--- src/design/mth_pkg.sv ---
package mth_pkg;

  // Fixed field widths
  localparam int unsigned TAB_W     = 5;
  localparam int unsigned MASK_W    = 32;
  localparam int unsigned HIST_CNT_W = 6;

  // Command codes
  typedef enum logic [1:0] {
    CMD_ACTIVATE  = 2'd0,
    CMD_REMOVE    = 2'd1,
    CMD_SELCHANGE = 2'd2,
    CMD_CLEAR     = 2'd3
  } cmd_e;

endpackage

--- src/design/mth_in_if.sv ---
interface mth_in_if;
  import mth_pkg::*;

  logic              valid;
  logic              ready;
  logic [1:0]        command;
  logic              tab_valid;
  logic [TAB_W-1:0]  tab_id;
  logic              restore_en;
  logic [MASK_W-1:0] present_mask;

  modport source (
    output valid, command, tab_valid, tab_id, restore_en, present_mask,
    input  ready
  );
  modport sink (
    input  valid, command, tab_valid, tab_id, restore_en, present_mask,
    output ready
  );
endinterface

--- src/design/mth_out_if.sv ---
interface mth_out_if;
  import mth_pkg::*;

  logic                  valid;
  logic                  ready;
  logic                  replacement_valid;
  logic [TAB_W-1:0]      replacement_tab;
  logic                  selected_valid;
  logic [TAB_W-1:0]      selected_tab;
  logic [HIST_CNT_W-1:0] history_count;

  modport source (
    output valid, replacement_valid, replacement_tab, selected_valid, selected_tab,
           history_count,
    input  ready
  );
  modport sink (
    input  valid, replacement_valid, replacement_tab, selected_valid, selected_tab,
           history_count,
    output ready
  );
endinterface

--- src/design/mru_tab_history_core.sv ---
// Most-recently-used tab list with a selected tab. The list lives in a single
// RAM with one write and one registered read port, and a small sequencer walks
// it one entry per cycle for every search and every shift. Per beat: clear or
// a null activate goes straight to the result; an activate searches, then
// shifts to the front; a remove searches and closes the gap, plus a restore
// search and a move to the front when the selected tab goes and restore is
// asked for; a selection change that retires a vanished tab can add a second
// search and shift for the new tab. The input is not ready while a command is
// being worked; the finished result sits in an output register, so the next
// command is taken while it waits to be collected.
module mru_tab_history_core #(
  parameter int unsigned NUM_TABS = 32
) (
  input  logic      clk_i,
  input  logic      rst_ni,
  mth_in_if.sink    in_i,
  mth_out_if.source out_o
);
  import mth_pkg::*;

  localparam int unsigned AW = $clog2(NUM_TABS);
  localparam int unsigned CW = $clog2(NUM_TABS + 1);
  localparam logic [CW-1:0] CntMax = CW'(NUM_TABS);
  localparam logic [CW-1:0] CntTop = CW'(NUM_TABS - 1);

  typedef enum logic [5:0] {
    ST_IDLE = 6'b000001,
    ST_SCAN = 6'b000010,
    ST_DEL  = 6'b000100,
    ST_POST = 6'b001000,
    ST_MOVE = 6'b010000,
    ST_DONE = 6'b100000
  } state_e;

  state_e            state_q, state_d;
  logic [CW-1:0]     cnt_q, cnt_d;
  logic              cur_vld_q, cur_vld_d;
  logic [TAB_W-1:0]  cur_tab_q, cur_tab_d;
  logic [TAB_W-1:0]  tgt_q, tgt_d;
  logic              rest_scan_q, rest_scan_d;
  logic              mode_rem_q, mode_rem_d;
  logic              was_sel_q, was_sel_d;
  logic              restore_q, restore_d;
  logic              fallback_q, fallback_d;
  logic              new_vld_q, new_vld_d;
  logic [TAB_W-1:0]  new_id_q, new_id_d;
  logic [MASK_W-1:0] mask_q, mask_d;
  logic              found_q, found_d;
  logic [CW-1:0]     idx_q, idx_d;
  logic [AW-1:0]     cmp_idx_q, cmp_idx_d;
  logic              pend_q, pend_d;
  logic              rep_vld_q, rep_vld_d;
  logic [TAB_W-1:0]  rep_tab_q, rep_tab_d;

  logic                  out_vld_q, out_vld_d;
  logic                  o_rep_vld_q, o_rep_vld_d;
  logic [TAB_W-1:0]      o_rep_tab_q, o_rep_tab_d;
  logic                  o_sel_vld_q, o_sel_vld_d;
  logic [TAB_W-1:0]      o_sel_tab_q, o_sel_tab_d;
  logic [HIST_CNT_W-1:0] o_cnt_q, o_cnt_d;

  logic             ram_we;
  logic [AW-1:0]    ram_waddr, ram_raddr;
  logic [TAB_W-1:0] ram_wdata, ram_rdata;

  logic          hit;
  logic          sel_retire;
  logic [CW-1:0] cnt_cap;

  mth_ram #(
    .DataWidth(TAB_W),
    .Depth    (NUM_TABS)
  ) u_list (
    .clk_i  (clk_i),
    .we_i   (ram_we),
    .waddr_i(ram_waddr),
    .wdata_i(ram_wdata),
    .raddr_i(ram_raddr),
    .rdata_o(ram_rdata)
  );

  // shared compare: tab match or presence of the listed tab
  assign hit = pend_q && (rest_scan_q ? mask_q[ram_rdata] : (ram_rdata == tgt_q));

  // old selection gone on a selection change
  assign sel_retire = cur_vld_q && (!in_i.tab_valid || (cur_tab_q != in_i.tab_id)) &&
                      !in_i.present_mask[cur_tab_q];

  // list length with room made for a new front entry
  assign cnt_cap = (cnt_q >= CntMax) ? CntTop : cnt_q;

  assign in_i.ready = (state_q == ST_IDLE);

  assign out_o.valid             = out_vld_q;
  assign out_o.replacement_valid = o_rep_vld_q;
  assign out_o.replacement_tab   = o_rep_tab_q;
  assign out_o.selected_valid    = o_sel_vld_q;
  assign out_o.selected_tab      = o_sel_tab_q;
  assign out_o.history_count     = o_cnt_q;

  // sequencer
  always_comb begin
    state_d     = state_q;
    cnt_d       = cnt_q;
    cur_vld_d   = cur_vld_q;
    cur_tab_d   = cur_tab_q;
    tgt_d       = tgt_q;
    rest_scan_d = rest_scan_q;
    mode_rem_d  = mode_rem_q;
    was_sel_d   = was_sel_q;
    restore_d   = restore_q;
    fallback_d  = fallback_q;
    new_vld_d   = new_vld_q;
    new_id_d    = new_id_q;
    mask_d      = mask_q;
    found_d     = found_q;
    idx_d       = idx_q;
    cmp_idx_d   = cmp_idx_q;
    pend_d      = 1'b0;
    rep_vld_d   = rep_vld_q;
    rep_tab_d   = rep_tab_q;

    out_vld_d   = out_vld_q && !out_o.ready;
    o_rep_vld_d = o_rep_vld_q;
    o_rep_tab_d = o_rep_tab_q;
    o_sel_vld_d = o_sel_vld_q;
    o_sel_tab_d = o_sel_tab_q;
    o_cnt_d     = o_cnt_q;

    ram_we    = 1'b0;
    ram_waddr = '0;
    ram_wdata = '0;
    ram_raddr = idx_q[AW-1:0];

    unique case (state_q)
      ST_IDLE: begin
        if (in_i.valid) begin
          mask_d      = in_i.present_mask;
          restore_d   = in_i.restore_en;
          new_vld_d   = in_i.tab_valid;
          new_id_d    = in_i.tab_id;
          rep_vld_d   = 1'b0;
          rep_tab_d   = '0;
          fallback_d  = 1'b0;
          was_sel_d   = 1'b0;
          rest_scan_d = 1'b0;
          found_d     = 1'b0;
          idx_d       = '0;
          tgt_d       = in_i.tab_id;
          mode_rem_d  = 1'b0;
          state_d     = ST_SCAN;
          unique case (cmd_e'(in_i.command))
            CMD_ACTIVATE: begin
              if (!in_i.tab_valid) begin
                cur_vld_d = 1'b0;
                cur_tab_d = '0;
                state_d   = ST_DONE;
              end
            end
            CMD_REMOVE: begin
              was_sel_d  = in_i.tab_valid && cur_vld_q && (cur_tab_q == in_i.tab_id);
              mode_rem_d = 1'b1;
              if (!in_i.tab_valid) begin
                state_d = ST_POST;
              end
            end
            CMD_SELCHANGE: begin
              if (sel_retire) begin
                tgt_d      = cur_tab_q;
                mode_rem_d = 1'b1;
                was_sel_d  = 1'b1;
                restore_d  = 1'b1;
                fallback_d = 1'b1;
              end else if (!in_i.tab_valid) begin
                cur_vld_d = 1'b0;
                cur_tab_d = '0;
                state_d   = ST_DONE;
              end
            end
            CMD_CLEAR: begin
              cnt_d     = '0;
              cur_vld_d = 1'b0;
              cur_tab_d = '0;
              state_d   = ST_DONE;
            end
            default: ;
          endcase
        end
      end

      // one entry read per cycle, compared the cycle after
      ST_SCAN: begin
        if (hit) begin
          found_d = 1'b1;
          if (rest_scan_q) begin
            tgt_d     = ram_rdata;
            rep_vld_d = 1'b1;
            rep_tab_d = ram_rdata;
            idx_d     = CW'(cmp_idx_q);
            state_d   = ST_MOVE;
          end else if (mode_rem_q) begin
            idx_d   = CW'(cmp_idx_q) + CW'(1);
            state_d = ST_DEL;
          end else begin
            idx_d   = CW'(cmp_idx_q);
            state_d = ST_MOVE;
          end
        end else if (idx_q < cnt_q) begin
          pend_d    = 1'b1;
          cmp_idx_d = idx_q[AW-1:0];
          idx_d     = idx_q + CW'(1);
        end else if (rest_scan_q) begin
          // no present tab left
          if (fallback_q && new_vld_q) begin
            rest_scan_d = 1'b0;
            mode_rem_d  = 1'b0;
            tgt_d       = new_id_q;
            found_d     = 1'b0;
            idx_d       = '0;
          end else begin
            state_d = ST_DONE;
          end
        end else if (mode_rem_q) begin
          state_d = ST_POST;
        end else begin
          found_d = 1'b0;
          idx_d   = cnt_cap;
          state_d = ST_MOVE;
        end
      end

      // close the gap: entry i+1 moves to i
      ST_DEL: begin
        if (pend_q) begin
          ram_we    = 1'b1;
          ram_waddr = cmp_idx_q - AW'(1);
          ram_wdata = ram_rdata;
        end
        if (idx_q < cnt_q) begin
          pend_d    = 1'b1;
          cmp_idx_d = idx_q[AW-1:0];
          idx_d     = idx_q + CW'(1);
        end else if (!pend_q) begin
          cnt_d   = cnt_q - CW'(1);
          state_d = ST_POST;
        end
      end

      // selected tab gone: drop selection, maybe look for a replacement
      ST_POST: begin
        state_d = ST_DONE;
        if (was_sel_q) begin
          cur_vld_d = 1'b0;
          cur_tab_d = '0;
          if (restore_q) begin
            rest_scan_d = 1'b1;
            idx_d       = '0;
            state_d     = ST_SCAN;
          end
        end
      end

      // shift entries down by one from the end, then write the front
      ST_MOVE: begin
        ram_raddr = idx_q[AW-1:0] - AW'(1);
        if (pend_q) begin
          ram_we    = 1'b1;
          ram_waddr = cmp_idx_q + AW'(1);
          ram_wdata = ram_rdata;
        end
        if (idx_q != '0) begin
          pend_d    = 1'b1;
          cmp_idx_d = idx_q[AW-1:0] - AW'(1);
          idx_d     = idx_q - CW'(1);
        end else if (!pend_q) begin
          ram_we    = 1'b1;
          ram_waddr = '0;
          ram_wdata = tgt_q;
          if (!found_q) begin
            cnt_d = cnt_cap + CW'(1);
          end
          cur_vld_d = 1'b1;
          cur_tab_d = tgt_q;
          state_d   = ST_DONE;
        end
      end

      // hand the result beat to the output register
      ST_DONE: begin
        if (!out_vld_q || out_o.ready) begin
          out_vld_d   = 1'b1;
          o_rep_vld_d = rep_vld_q;
          o_rep_tab_d = rep_tab_q;
          o_sel_vld_d = cur_vld_q;
          o_sel_tab_d = cur_tab_q;
          o_cnt_d     = HIST_CNT_W'(cnt_q);
          state_d     = ST_IDLE;
        end
      end

      default: state_d = ST_IDLE;
    endcase
  end

  // control state
  always_ff @(posedge clk_i or negedge rst_ni) begin
    if (!rst_ni) begin
      state_q   <= ST_IDLE;
      cnt_q     <= '0;
      cur_vld_q <= 1'b0;
      cur_tab_q <= '0;
      pend_q    <= 1'b0;
      out_vld_q <= 1'b0;
    end else begin
      state_q   <= state_d;
      cnt_q     <= cnt_d;
      cur_vld_q <= cur_vld_d;
      cur_tab_q <= cur_tab_d;
      pend_q    <= pend_d;
      out_vld_q <= out_vld_d;
    end
  end

  // working and result payload
  always_ff @(posedge clk_i) begin
    tgt_q       <= tgt_d;
    rest_scan_q <= rest_scan_d;
    mode_rem_q  <= mode_rem_d;
    was_sel_q   <= was_sel_d;
    restore_q   <= restore_d;
    fallback_q  <= fallback_d;
    new_vld_q   <= new_vld_d;
    new_id_q    <= new_id_d;
    mask_q      <= mask_d;
    found_q     <= found_d;
    idx_q       <= idx_d;
    cmp_idx_q   <= cmp_idx_d;
    rep_vld_q   <= rep_vld_d;
    rep_tab_q   <= rep_tab_d;
    o_rep_vld_q <= o_rep_vld_d;
    o_rep_tab_q <= o_rep_tab_d;
    o_sel_vld_q <= o_sel_vld_d;
    o_sel_tab_q <= o_sel_tab_d;
    o_cnt_q     <= o_cnt_d;
  end

endmodule

--- src/design/mth_ram.sv ---
module mth_ram #(
  parameter int unsigned DataWidth = 5,
  parameter int unsigned Depth     = 32
) (
  input  logic                     clk_i,
  input  logic                     we_i,
  input  logic [$clog2(Depth)-1:0] waddr_i,
  input  logic [DataWidth-1:0]     wdata_i,
  input  logic [$clog2(Depth)-1:0] raddr_i,
  output logic [DataWidth-1:0]     rdata_o
);

  logic [DataWidth-1:0] mem [Depth];

  // one write port, one registered read port
  always_ff @(posedge clk_i) begin
    if (we_i) begin
      mem[waddr_i] <= wdata_i;
    end
    rdata_o <= mem[raddr_i];
  end

endmodule
--- src/flat_wrapper.sv ---
// flat-port wrapper written by rule: the top's interface ports become plain ports
module mru_tab_history_core_flat import mth_pkg::*;
#(
  parameter int unsigned NUM_TABS = 32
)
  (clk_i, rst_ni, in_i_valid, in_i_command, in_i_tab_valid, in_i_tab_id, in_i_restore_en, in_i_present_mask, in_i_ready, out_o_valid, out_o_replacement_valid, out_o_replacement_tab, out_o_selected_valid, out_o_selected_tab, out_o_history_count, out_o_ready);
  mth_in_if in_i_i ();
  mth_out_if out_o_i ();
  input  logic clk_i;
  input  logic rst_ni;
  input wire logic [$bits(in_i_i.valid)-1:0] in_i_valid;
  input wire logic [$bits(in_i_i.command)-1:0] in_i_command;
  input wire logic [$bits(in_i_i.tab_valid)-1:0] in_i_tab_valid;
  input wire logic [$bits(in_i_i.tab_id)-1:0] in_i_tab_id;
  input wire logic [$bits(in_i_i.restore_en)-1:0] in_i_restore_en;
  input wire logic [$bits(in_i_i.present_mask)-1:0] in_i_present_mask;
  output wire logic [$bits(in_i_i.ready)-1:0] in_i_ready;
  output wire logic [$bits(out_o_i.valid)-1:0] out_o_valid;
  output wire logic [$bits(out_o_i.replacement_valid)-1:0] out_o_replacement_valid;
  output wire logic [$bits(out_o_i.replacement_tab)-1:0] out_o_replacement_tab;
  output wire logic [$bits(out_o_i.selected_valid)-1:0] out_o_selected_valid;
  output wire logic [$bits(out_o_i.selected_tab)-1:0] out_o_selected_tab;
  output wire logic [$bits(out_o_i.history_count)-1:0] out_o_history_count;
  input wire logic [$bits(out_o_i.ready)-1:0] out_o_ready;
  assign in_i_i.valid = in_i_valid;
  assign in_i_i.command = in_i_command;
  assign in_i_i.tab_valid = in_i_tab_valid;
  assign in_i_i.tab_id = in_i_tab_id;
  assign in_i_i.restore_en = in_i_restore_en;
  assign in_i_i.present_mask = in_i_present_mask;
  assign in_i_ready = in_i_i.ready;
  assign out_o_valid = out_o_i.valid;
  assign out_o_replacement_valid = out_o_i.replacement_valid;
  assign out_o_replacement_tab = out_o_i.replacement_tab;
  assign out_o_selected_valid = out_o_i.selected_valid;
  assign out_o_selected_tab = out_o_i.selected_tab;
  assign out_o_history_count = out_o_i.history_count;
  assign out_o_i.ready = out_o_ready;
  mru_tab_history_core #(.NUM_TABS(NUM_TABS)) u_core (.clk_i(clk_i), .rst_ni(rst_ni), .in_i(in_i_i), .out_o(out_o_i));
endmodule
--- config.mk ---
export PLATFORM = sky130hd
export DESIGN_NAME = mru_tab_history_core_flat
export DESIGN_NICKNAME = d
export VERILOG_FILES = /design/src/design/mth_pkg.sv /design/src/design/mth_in_if.sv /design/src/design/mth_out_if.sv /design/src/design/mru_tab_history_core.sv /design/src/design/mth_ram.sv /design/src/flat_wrapper.sv
export SDC_FILE = /design/constraint.sdc
export NUM_CORES = 1
export LEC_CHECK = 0
export BUFFER_PORTS_ARGS = -buffer_cell sky130_fd_sc_hd__buf_2
export CELL_PAD_IN_SITES_DETAIL_PLACEMENT = 0
export CELL_PAD_IN_SITES_GLOBAL_PLACEMENT = 1
export CORE_MARGIN = 2
export CORE_UTILIZATION = 50
export DETAILED_ROUTE_END_ITERATION = 10
export GPL_TIMING_DRIVEN = 0
export PLACE_DENSITY_LB_ADDON = 0.1
export SLEW_MARGIN = 25
export SYNTH_ARGS = -nofsm -noshare
export SYNTH_HDL_FRONTEND = slang
export SYNTH_SLANG_ARGS = --single-unit
--- constraint.sdc ---
create_clock -name clk_i -period 4.1 [get_ports clk_i]
set_input_delay 0.82 -clock clk_i [delete_from_list [all_inputs] [get_ports clk_i]]
set_output_delay 0.82 -clock clk_i [all_outputs]
set_load 0.02 [all_outputs]
Yosys cells after proc, flatten, opt, wreduce, memory -nomap -nowiden
Memory sizes are Yosys's and may differ from the RTL's. A register that Yosys moved wholly into a read port is not among the register bits.
Cells that the tools add are included.

word-level totals
  flip-flop bits (word level) = 104
  RAM bits = 160
  input bits = 45
  output and inout port bits = 20
  logic and storage cells = 237
  memories = 1

operators by class
  add/sub/neg operators = 8
  order comparisons = 4
  equal/unequal tests = 38
  multiplexer cells = 128
  reductions and logical operators = 33

memories
  name               depth  width  read ports  clocked after memory_dff  wr ports  line           source
  u_core.u_list.mem  32     5      1           1                         1         mth_ram.sv:13  logic [DataWidth-1:0] mem [Depth];

operators with widths
  operator                                                    count
  2-to-1 mux 6 bit                                            35
  2-to-1 mux 5 bit                                            29
  one-hot mux 5 bit (3 select lines)                          3
  2-to-1 mux 1 bit                                            40
  one-hot mux 5 bit (2 select lines)                          4
  one-hot mux 6 bit (6 select lines)                          1
  one-hot mux 6 bit (5 select lines)                          1
  one-hot mux 6 bit (4 select lines)                          1
  AND reduction 8 bit                                         3
  inequality test 2 x 1 -> 1 bit, second input constant       9
  one-hot mux 6 bit (3 select lines)                          1
  inequality test 2 bit, second input constant                8
  adder 6 x 1 -> 6 bit, second input constant                 2
  less-than comparator 5 x 6 -> 1 bit, second input constant  2
  one-hot mux 1 bit (2 select lines)                          6
  one-hot mux 1 bit (3 select lines)                          4
  AND reduction 6 bit                                         2
  nonzero test 3 bit                                          4
  subtractor 6 x 1 -> 6 bit, second input constant            2
  binary-select mux 1 bit (select 5 bit)                      2
  == test 5 bit                                               2
  AND reduction 5 bit                                         2
  subtractor 5 x 1 -> 5 bit, second input constant            2
  inequality test 4 bit, second input constant                2
  other kinds (32)                                            44

Longest topological paths before layout
  word-level depth = 8
  depth in mapped cells = 11
  depth with buffers taken out = 9

By module
A second synthesis with hierarchy kept.

second synthesis, totals
  cells, all modules = 797
  area, all modules = 12249.2 um^2

by module, submodules not included
  module                instances  cells an instance  area each (um^2)  seq. area each (um^2)
  mth_ram               1          277                6344.8            4904.7
  mru_tab_history_core  1          520                5904.4            3024.2

Least setup slack after synthesis
Ideal clock, no wire load.

  path kind = flip-flop to flip-flop
  start = register u_core.state_q[3]
  end = register u_core.rep_tab_q[0] (enable)
  library setup time = 0.363 ns
  arrival time = 2.959 ns
  required time = 3.737 ns
  path slack = 0.778 ns
  stages on the path, launching flop included = 8
  buffers on the path = 1
  clock period less this slack = 3.322 ns
  cell sequence = dfrtp_1 > nor4_1 > nand3b_1 > clkbuf_1 > inv_1 > and2_1 > nor2_1 > a21oi_1

on the way
  cells in the longest elaborated chain, start to end = 3
  elaborated cells on any way between the ends = 7
  those cells by class = eq/ne (5); reduce/logical (2)

ends and longest elaborated chain
  element                                                                              line                         source
  from (decl)                                                                          mru_tab_history_core.sv:35   state_e state_q, state_d;
  from (signal assigned)                                                               mru_tab_history_core.sv:315  state_q <= state_d;
  == test 6 x 1 -> 1 bit *                                                             -
  named net in_i_ready                                                                 flat_wrapper.sv:17           output wire logic [$bits(in_i_i.ready)-1:0] in_i_ready;
  inequality test 2 bit (no source line) / nonzero test 2 bit (equally long branches)  -
  AND reduction 4 bit (no source line) *                                               -
  to (signal assigned)                                                                 mru_tab_history_core.sv:339  rep_tab_q <= rep_tab_d;
  to (decl)                                                                            mru_tab_history_core.sv:53   logic [TAB_W-1:0] rep_tab_q, rep_tab_d;

The timed path passes the listed nets; every way through them passes the cells marked *.
A chain may end at the register's enable or synchronous reset.

Final worst setup path
  start = register u_core.state_q[3]
  end = register u_core.u_list.rdata_o[0] (read register of u_core.u_list.mem)

on the way
  cells in the longest elaborated chain, start to end = 2

ends and longest elaborated chain
  element                 line                         source
  == test 6 x 5 -> 1 bit  mru_tab_history_core.sv:135  unique case (state_q)
  2-to-1 mux 5 bit        mru_tab_history_core.sv:135
  to (decl)               mth_ram.sv:10                output logic [DataWidth-1:0] rdata_o

Every way passes these cells.

==> reports/qor.txt <==
Final GP Congestion -> 0.854
Slew Limit Fails -> 0
DRC errors left -> 0
CTS clock-pin slew for the worst setup and hold paths -> 0.06 ns
Mapped Avg Cell Area -> 14.8 sq um
Vias -> 7593
Switching Fraction -> 32.3%
Total CTS buffers -> 28
VDD IR max -> 374 uV
Root Driver -> clkbuf_16
Netlist cell types -> 70
CP endpoint kind -> flop
Final worst slack -> 0.325 ns
RSZ-0062 raised after global routing -> false
Starting Density -> 50.6%
Max_cap viols -> 0
Initial DRC count -> 693
Pleak -> 5.30 nW
Top cells by area, synth -> edfxtp_1, mux4_2, dfrtp_1, mux2i_1, nor2_1
Clock latency at the later pin of the worst-skew pair -> 0.55 ns
Launch point of the worst reg-to-reg path -> u_core.state_q[3]
CP endpoint -> u_core.u_list.rdata_o[0]
Final hold slack -> 0.243 ns
Setup TNS -> 0 ns
Reg-to-reg setup timing slack -> 0.32 ns
Final core utilization -> 57.4%
Vias in the first global route -> 7656
Commonest non-fill, non-tap cells in the layout -> edfxtp_1, buf_2, nor2_1
Largest net degree at the start of global routing -> 33
Worst slew pin tran -> 1.06 ns
Synthesized net count -> 888
Worst hold path type -> input port to asynchronous set/reset pin
Reg2reg path depth -> 9
Post-synthesis async set-or-reset flop share -> 7.43%
Slew margin rel. -> 29.1%
Port bufs -> 64
Crit path from -> u_core.state_q[3]
P per Cell Area -> 593 nW/um^2
Combinational power share -> 28.0%
CTS tree -> yes
Core area -> 24100 sq um
Synthesized flop and latch total -> 269
Final Hold Viols -> 0
Crit Path Max Fanout -> 17
Area growth from synthesis to layout -> 13.6%
Top cell type's share of synthesized area -> 60.1%
Clk buf depth -> 3
Routed Antenna Nets -> 0
DP HPWL -> 19500 um
Initial antenna violation count -> 0
Clock H-tree levels -> 1
First-pass GRT wire length -> 43500 um
Register area share after synthesis -> 65.0%
CP Launch Type -> flop
Final setup skew -> 0.0209 ns
Worst EP required -> 4.50 ns
Psw -> 0.00265 W
Share of layout cells above drive strength 1 -> 20.6%
Final setup fails -> 0
Critical path type -> flop to flop
Global route overflow -> 0
Via/cell ratio -> 6.00
Min Tclk post-route -> 3.78 ns
FP Rows -> 57
Yosys synthesis warning count -> 0
Commonest non-fill, non-tap cell in the layout -> edfxtp_1
TritonRoute pass-1 iters -> 5
Reg-to-reg endpoint -> u_core.u_list.rdata_o[0]
Seq pwr share -> 43.0%
Crit path DAT -> 4.17 ns
Layout filler cell count -> 1972
Clock power share -> 29.0%
Status -> finished, final reports clean
Synth Cell Area -> 12200 sq um
Die Height -> 160 um
Die width -> 160 um
Internal Power -> 0.00556 W
Max Clk Rate -> 265 MHz
EDFF count, synth -> 244
Synth area leader -> edfxtp_1
Nets -> 982
Mapped Cells -> 826
Detailed Route WL -> 27900 um
IO Pins -> 65
Clock Sinks -> 269
Ys flop type -> edfxtp_1
Setup WS pre-CTS -> -0.704 ns
Die ar. -> 25600 sq um
Total track usage -> 21.7%
ANT cells -> 0
Final period util -> 92.1%
Hold Buf Count CTS -> 0
WL per Instance -> 22.1 um
## power by group through the flow
| stage | Sequential [W] | Clock (W) | Combinational, W |
|---|---|---|---|
| floorplan | 0.00356 | 0 | 0.00160 |
| global placement | 0.00358 | 0 | 0.00222 |
| detailed placement | 0.00358 | 0 | 0.00229 |
| CTS | 0.00353 | 0.00243 | 0.00231 |
| global route | 0.00356 | 0.00254 | 0.00249 |
| finish | 0.00353 | 0.00238 | 0.00230 |
## how the worst min path moves through the flow
stage	to	slack [ns]	cells past startpoint
global route	u_core.cnt_q[3]	0.27	1
floorplan	u_core.out_o.replacement_tab[0]	0.40	0
finish	u_core.cnt_q[3]	0.24	1
CTS	u_core.cnt_q[0]	0.25	1
global placement	u_core.out_o.replacement_tab[2]	0.41	0
detailed placement	u_core.out_o.replacement_valid	0.40	0
## flip-flops by register name (all words and copies together) (netlist names), 5 cells and up
signal / flops
u_core.u_list.rdata_o: 5
u_core.rep_tab_q: 5
u_core.tgt_q: 5
u_core.new_id_q: 5
u_core.cnt_q: 6
u_core.out_o.replacement_tab: 5
u_core.cur_tab_q: 5
u_core.cmp_idx_q: 5
u_core.idx_q: 6
u_core.out_o.history_count: 6
u_core.u_list.mem: 160
u_core.state_q: 6
u_core.mask_q: 32
u_core.out_o.selected_tab: 5
## through the flow
step,std cells,instance area (sq um),total power [W]
floorplan,826,12200,0.00516
global placement,1214,12900,0.00580
detailed placement,1215,13000,0.00587
CTS,1266,13800,0.00826
global route,1266,13800,0.00859
finish,1266,13800,0.00821
## synthesized netlist by cell type, types with 6 or more instances
cell / instances
a211oi_1: 6
a21o_1: 6
a21oi_1: 31
a22o_1: 13
a31oi_1: 6
and2_1: 7
buf_1: 6
buf_2: 12
clkbuf_1: 22
dfrtp_1: 19
edfxtp_1: 244
ha_1: 17
inv_1: 21
mux2i_1: 35
mux4_2: 47
nand2_1: 47
nand3_1: 13
nand4_1: 7
nor2_1: 66
nor2b_1: 7
nor3_1: 11
nor4_1: 9
o211ai_1: 8
o21ai_0: 10
o21ai_1: 15
o22ai_1: 29
or3_1: 6
xnor2_1: 17
xor2_1: 9
## logic make-up (layout without fill, tap and decap cells)
| kind of cell | Yosys count | in the layout | synth area share [%] |
|---|---|---|---|
| AOI/OAI and AO/OA | 162 | 162 | 9.08 |
| xor gates and xnor gates | 26 | 26 | 1.87 |
| buffers and inverters | 66 | 182 | 2.22 |
| adders and majority gates | 17 | 17 | 1.74 |
| and+or+nand+nor | 201 | 201 | 8.18 |
| muxes | 85 | 85 | 11.9 |
| DFF | 269 | 269 | 65.0 |
## final cells by class
class	count	area [sq um]	area share (%)
multi-input cells	491	4020	29.0
clock buffers	36	751	5.42
inverters	25	93.8	0.678
well taps	324	405	2.93
repair buffers	65	348	2.51
flip-flops and latches	269	7930	57.3
plain buffers	40	178	1.28
clock inverters	16	123	0.886
## critical path: stages, from the launching register on
cell      delay [ns]
dfrtp_1         0.45
nor4_2          0.66
nand2_1         0.26
inv_2           0.36
ha_1            0.20
clkbuf_1        0.30
buf_2           0.39
mux4_2          0.57
o22ai_1         0.32
nor4_1          0.13
## repair_timing
item,4_1_cts,5_1_grt
gates resized for setup,5,0
endpoints found under the setup margin,37,0
buffers inserted,0,0
## metal layers
metal,routed length [um],GRT usage (%),vias to the layer above
met5,0,0,-
met4,530,5.53,0
met3,1430,2.55,42
met2,13700,36.4,283
met1,12200,30.5,3799
li1,-,-,3469
Power figures use the tool's default switching activity.
